[config.mk]
export PLATFORM = sky130hd
export DESIGN_NAME = rccb_mod_unit
export DESIGN_NICKNAME = d
export VERILOG_FILES = /design/src/rtl/rccb_pkg.sv /design/src/rtl/rccb_mod_unit.sv
export SDC_FILE = /design/constraint.sdc
export NUM_CORES = 1
export LEC_CHECK = 0
export BUFFER_PORTS_ARGS = -buffer_cell sky130_fd_sc_hd__buf_2
export CAP_MARGIN = 10
export CORE_ASPECT_RATIO = 1.25
export CORE_MARGIN = 8
export CORE_UTILIZATION = 45
export DETAILED_ROUTE_END_ITERATION = 6
export GPL_TIMING_DRIVEN = 0
export PLACE_DENSITY = 0.69
export SYNTH_ARGS = -nofsm -noshare
export SYNTH_HDL_FRONTEND = slang
export SYNTH_SLANG_ARGS = --single-unit
[constraint.sdc]
create_clock -name clock -period 4.4 [get_ports clock]
set_clock_uncertainty 0.05 [all_clocks]
set_input_delay 1.1 -clock clock [delete_from_list [all_inputs] [get_ports clock]]
set_output_delay 1.1 -clock clock [all_outputs]
set_load 0.05 [all_outputs]
[src/rtl/rccb_pkg.sv]
// Shared widths, register indexes, generator constants and sequencer states of the chase builder.
`default_nettype none

package rccb_pkg;

   localparam int NODE_W        = 12;
   localparam int COUNT_W       = 13;
   localparam int SEED_W        = 32;
   localparam int CSR_IDX_W     = 2;
   localparam int CSR_DATA_W    = 32;
   localparam int MAX_NODES_DEF = 4096;

   localparam logic [CSR_IDX_W-1:0] CSR_NODE_COUNT   = 2'd0;
   localparam logic [CSR_IDX_W-1:0] CSR_SHUFFLE_SEED = 2'd1;

   localparam logic ACT_BUILD  = 1'b0;
   localparam logic ACT_LOOKUP = 1'b1;

   localparam logic [COUNT_W-1:0] COUNT_RESET = 13'd4096;
   localparam logic [SEED_W-1:0]  SEED_RESET  = 32'hdeadbeef;
   localparam logic [SEED_W-1:0]  LCG_MUL     = 32'd1664525;
   localparam logic [SEED_W-1:0]  LCG_ADD     = 32'd1013904223;

   typedef enum logic [3:0] {
      ST_IDLE,
      ST_LOOKUP,
      ST_FILL,
      ST_SHUF_LCG,
      ST_SHUF_DIV,
      ST_SHUF_RD,
      ST_SHUF_WI,
      ST_SHUF_WJ,
      ST_LINK_START,
      ST_LINK_FIRST,
      ST_LINK_RUN,
      ST_LINK_LAST,
      ST_DONE
   } state_type;

endpackage

`default_nettype wire

[src/rtl/rccb_mod_unit.sv]
// Bit-serial restoring remainder unit that reduces the generator value modulo the swap range.
`default_nettype none

module rccb_mod_unit #(
   parameter int DIV_W = 13
) (
   input  wire logic                        clock,
   input  wire logic                        reset,
   input  wire logic                        start,
   input  wire logic [rccb_pkg::SEED_W-1:0] dividend,
   input  wire logic [DIV_W-1:0]            divisor,
   output logic                             done,
   output logic [DIV_W-1:0]                 remainder
);

   localparam int STEP_W = $clog2(rccb_pkg::SEED_W);
   localparam logic [STEP_W-1:0] LAST_STEP = STEP_W'(rccb_pkg::SEED_W - 1);

   logic                        busy_ff, busy_in;
   logic                        done_ff, done_in;
   logic [STEP_W-1:0]           step_ff, step_in;
   logic [rccb_pkg::SEED_W-1:0] quo_ff, quo_in;
   logic [DIV_W-1:0]            rem_ff, rem_in;
   logic [DIV_W-1:0]            dvs_ff, dvs_in;
   logic [DIV_W:0]              rem_sh;
   logic [DIV_W:0]              diff;

   always_comb begin
      busy_in = busy_ff;
      done_in = 1'b0;
      step_in = step_ff;
      quo_in  = quo_ff;
      rem_in  = rem_ff;
      dvs_in  = dvs_ff;
      rem_sh  = {rem_ff, quo_ff[rccb_pkg::SEED_W-1]};
      diff    = rem_sh - {1'b0, dvs_ff};
      if (start) begin
         busy_in = 1'b1;
         step_in = '0;
         quo_in  = dividend;
         rem_in  = '0;
         dvs_in  = divisor;
      end else if (busy_ff) begin
         quo_in  = {quo_ff[rccb_pkg::SEED_W-2:0], 1'b0};
         rem_in  = diff[DIV_W] ? rem_sh[DIV_W-1:0] : diff[DIV_W-1:0];
         step_in = step_ff + STEP_W'(1);
         if (step_ff == LAST_STEP) begin
            busy_in = 1'b0;
            done_in = 1'b1;
         end
      end
   end

   always_ff @(posedge clock) begin
      if (reset) begin
         busy_ff <= 1'b0;
         done_ff <= 1'b0;
      end else begin
         busy_ff <= busy_in;
         done_ff <= done_in;
      end
      step_ff <= step_in;
      quo_ff  <= quo_in;
      rem_ff  <= rem_in;
      dvs_ff  <= dvs_in;
   end

   assign done      = done_ff;
   assign remainder = rem_ff;

endmodule

`default_nettype wire

[Yosys cells after proc, flatten, opt, wreduce, memory -nomap -nowiden]
Cells that the tools add are included.
Cells by class
  $add $sub $neg: 2
  eq/ne operators: 1
  mux-type cells: 7
  bitwise logic cells: 1
  reductions and logical operators: 2
Operators with widths (count)
  $mux W32: 2
  $sub A14 B13 Y14: 1
  $mux W13: 1
  $add A5 B1 Y5 const B: 1
  $eq A5 B5 Y1 const B: 1
  $mux W1: 4
  $reduce_or A3 Y1: 1
  $reduce_bool A2 Y1: 1
  $not A1 Y1: 1
Storage, ports and cells
  register bits after elaboration: 65
  input bits: 48
  logic and storage cells: 19

[Longest topological paths before layout]
  depth after elaboration: 4
  gate-level depth with buffers: 11
  mapped depth without buffers: 11

[Worst setup path after synthesis]
OpenSTA, ideal clock, no wires.
  kind: input to register
  from: in start
  to: reg quo_ff[0] in the netlist's numbering, enable pin
  setup time: 375 ps
  data arrival time: 2282 ps
  setup slack: 1694 ps
  stages: 3
  path buffers: 2
  cells stage by stage: clkbuf_1 -> buf_1 -> or2_2
Between the ends
  longest elaborated chain between the ends: 1
RTL lines
  from (decl): RTL line rccb_mod_unit.sv:9  | input wire logic start,
  $reduce_bool A2 Y1 (no source line)
  to (signal assigned): RTL line rccb_mod_unit.sv:63  | quo_ff <= quo_in;
  to (decl): RTL line rccb_mod_unit.sv:22  | logic [rccb_pkg::SEED_W-1:0] quo_ff, quo_in;
Every way passes these cells.
A chain may end at the register's enable or synchronous reset.

[Worst setup path after layout]
  from: in start
  to: reg quo_ff[6] in the netlist's numbering, enable pin
Same word-level chain as after synthesis.

==> impl_metrics.json <==
{
  "outcome": "complete, no violations",
  "slew_violations": 0,
  "drtIter0Drc": 146,
  "tightest_slew_ns": 0.735,
  "critPathLaunch": "start",
  "drc": 0,
  "hp-start": "step_ff[4]$_SDFFE_PP0P_",
  "numCtsBuffers": 9,
  "clk_latency_ns": 0.35,
  "pwr_density_cell_nw_per_um2": 432,
  "htreeDepth": 3,
  "synth_warnings": 0,
  "die_h_um": 113,
  "cts_max_path_buffers": 2,
  "area_growth_pct": 20.6,
  "critPathKind": "in2reg",
  "ctsRootBufferMaster": "clkbuf_8",
  "setup_tns_ns": 0,
  "yosysTopAreaCellShare_pct": 39.9,
  "async_reset_ff_share_pct": 0,
  "die_x_um": 93.6,
  "whs_ns": 0.458,
  "gp_congestion": 0.874,
  "cts_tree": "built",
  "crit_chain": "buf_2 > clkbuf_1 > buf_1 > or2_2",
  "ff2ff_setup_slack_ns": 1.66,
  "first_pass_iters": 4,
  "fin_cells": 440,
  "nNetsFinal": 407,
  "postLayoutSetupSlackWorst_ns": 1.15,
  "endpoint": "quo_ff[6]$_DFFE_PP_",
  "antenna_cells": 0,
  "synth.top_cells.by_area": "edfxtp_1 (40%), dfxtp_1 (12%), mux2_2 (10%), ha_1 (5.5%), nor2_1 (2.7%)",
  "timing.rr.start": "remainder[9]$_SDFFE_PP0P_",
  "via_per_inst": 5.35,
  "syn_inst": 271,
  "cts_setup_buffers": 0,
  "initial_core_util_pct": 46.0,
  "synthTopCellsByCount": "edfxtp_1 (45), mux2_2 (31), nor2_1 (24), dfxtp_1 (20), inv_1 (17)",
  "finalSetupViolCount": 0,
  "first_global_vias": 2517,
  "globalRouteTotalUtil_pct": 14.3,
  "yosysTopAreaCell": "edfxtp_1",
  "leakage_nw": 1.67,
  "end_kind": "flop",
  "antenna_found_initial": 0,
  "clk_pin_slew_ns": 0.07,
  "rsz0062_at_grt": "no",
  "fin_crit_sh_pct": 73.8,
  "reg2reg_to": "remainder[3]$_SDFFE_PP0P_",
  "hold_viol": 0,
  "dpl_worst_slack_ns": 0.769,
  "placedCellCount": 424,
  "synth-seq-area-share_pct": 51.8,
  "reg2reg_depth": 9,
  "core_area_um2": 7360,
  "cts_hold_buf": 0,
  "critPathMaxFanout": 32,
  "setup.worst_path.start_class": "input pin",
  "grt-ovfl-total": 0,
  "synth_nets": 335,
  "grt_pass1_wl_um": 11900,
  "post-synth-top-count-cell": "edfxtp_1",
  "synth_cell_types": 52,
  "synthFlopType": "edfxtp_1",
  "finalWirelength_um": 7210,
  "relSlewSlack_pct": 51.0,
  "hp-class": "reg2reg",
  "grt_max_degree": 33,
  "post-route-min-period_ns": 3.25,
  "wl_per_cell_um": 16.4,
  "syn-cell-area_um2": 3380,
  "post_synth.cell_area_avg_um2": 12.5,
  "drive_gt1_share_pct": 36.8,
  "power_mw": 1.76,
  "detail-route-antenna-nets": 0,
  "arrival_ns": 3.18,
  "port_buffers": 61,
  "hpwl_um": 5280,
  "synth-edff-count": 45,
  "rows": 35,
  "cts_sinks": 65,
  "ctsResizeCount": 0,
  "critPathSlowestCell": "or2_2",
  "cp.required_ns": 4.33,
  "maxCapViolCount": 0,
  "ios": 62,
  "fillers": 658,
  "die-area_um2": 10600,
  "dr_total_vias": 2356,
  "ff_latch_area_um2": 1750,
  "ir_drop_uv": 262,
  "clock.fmax_mhz": 308,
  "slowest_delay_ns": 0.72,
  "multi_input_area_um2": 1520,
  "synth-seq-cells": 65
}
-- flip-flops by register name (all words and copies together) (netlist names) --
register / count
busy_ff: 1
quo_ff: 32
done: 1
dvs_ff: 13
remainder: 13
step_ff: 5
-- layout make-up --
cell class              count  area share (%)
well taps                  92            2.82
plain buffers              11            1.20
flip-flops and latches     65            42.9
repair buffers             61            7.48
inverters                  17            1.56
clock inverters             6            3.37
multi-input cells         178            37.3
clock buffers              10            3.37
-- report_power, final --
group          internal [mW]  total [mW]  switching, mW  leakage (nW)
clock                  0.452       0.698          0.245         0.137
sequential             0.716       0.741         0.0256         0.614
combinational          0.138       0.325          0.188         0.923
-- through the flow --
stage | area (um2) | util [%]
5_1_grt | 4080 | 55.5
4_1_cts | 4080 | 55.5
6_report | 4080 | 55.5
3_5_place_dp | 3800 | 51.7
2_1_floorplan | 3380 | -
3_3_place_gp | 3800 | 51.7
-- worst min-delay path by stage --
stage / endpoint / slack [ns] / cells past startpoint
CTS: step_ff[4]$_SDFFE_PP0P_ / 0.46 / 2
detailed placement: step_ff[4]$_SDFFE_PP0P_ / 0.45 / 2
finish: step_ff[4]$_SDFFE_PP0P_ / 0.46 / 2
global placement: step_ff[4]$_SDFFE_PP0P_ / 0.43 / 2
floorplan: step_ff[4]$_SDFFE_PP0P_ / 0.42 / 2
global route: remainder[9]$_SDFFE_PP0P_ / 0.50 / 2
-- routing by layer --
layer | up-vias | GRT usage (%) | share of wire [%]
met5 | - | 0 | 0
met4 | 0 | 7.00 | 1.5
met3 | 9 | 5.17 | 7.1
met2 | 60 | 24.1 | 51
met1 | 1131 | 15.4 | 40
li1 | 1156 | - | -
-- logic make-up after synthesis --
| family | count (synthesis) | share of synthesized area (%) |
|---|---|---|
| xor+xnor | 13 | 3.36 |
| mux | 39 | 13.0 |
| buf+inv | 28 | 3.33 |
| fa+ha+maj | 16 | 6.14 |
| compound gates | 50 | 12.9 |
| flops | 65 | 51.8 |
| simple gates | 60 | 9.50 |
-- worst max-delay path, delay by kind of cell --
family / cells / cell delay (ns)
and+or+nand+nor: 1 / 0.72
buffers and inverters: 3 / 1.33
-- layout by cell type (no fill, tap or decap), types with 2 or more instances in the layout --
master     count
a311oi_2       3
dfxtp_1       20
ha_1          15
nand2_1       11
o21a_1         4
buf_2         61
or3b_2         2
xor2_1         6
xnor2_1        7
nand4_1        2
and2_1         3
o311ai_2       2
nand3_1        2
edfxtp_1      45
clkbuf_8      10
buf_1          5
nor3_1         3
nand4b_1       3
nor2_1        24
a211oi_1       6
bufinv_16      4
a21oi_1        8
a31oi_1        2
clkbuf_1       5
mux2_2        31
inv_1         17
mux2i_1        7
a21o_1         5
o21ai_0        7
Power figures use the tool's default switching activity.
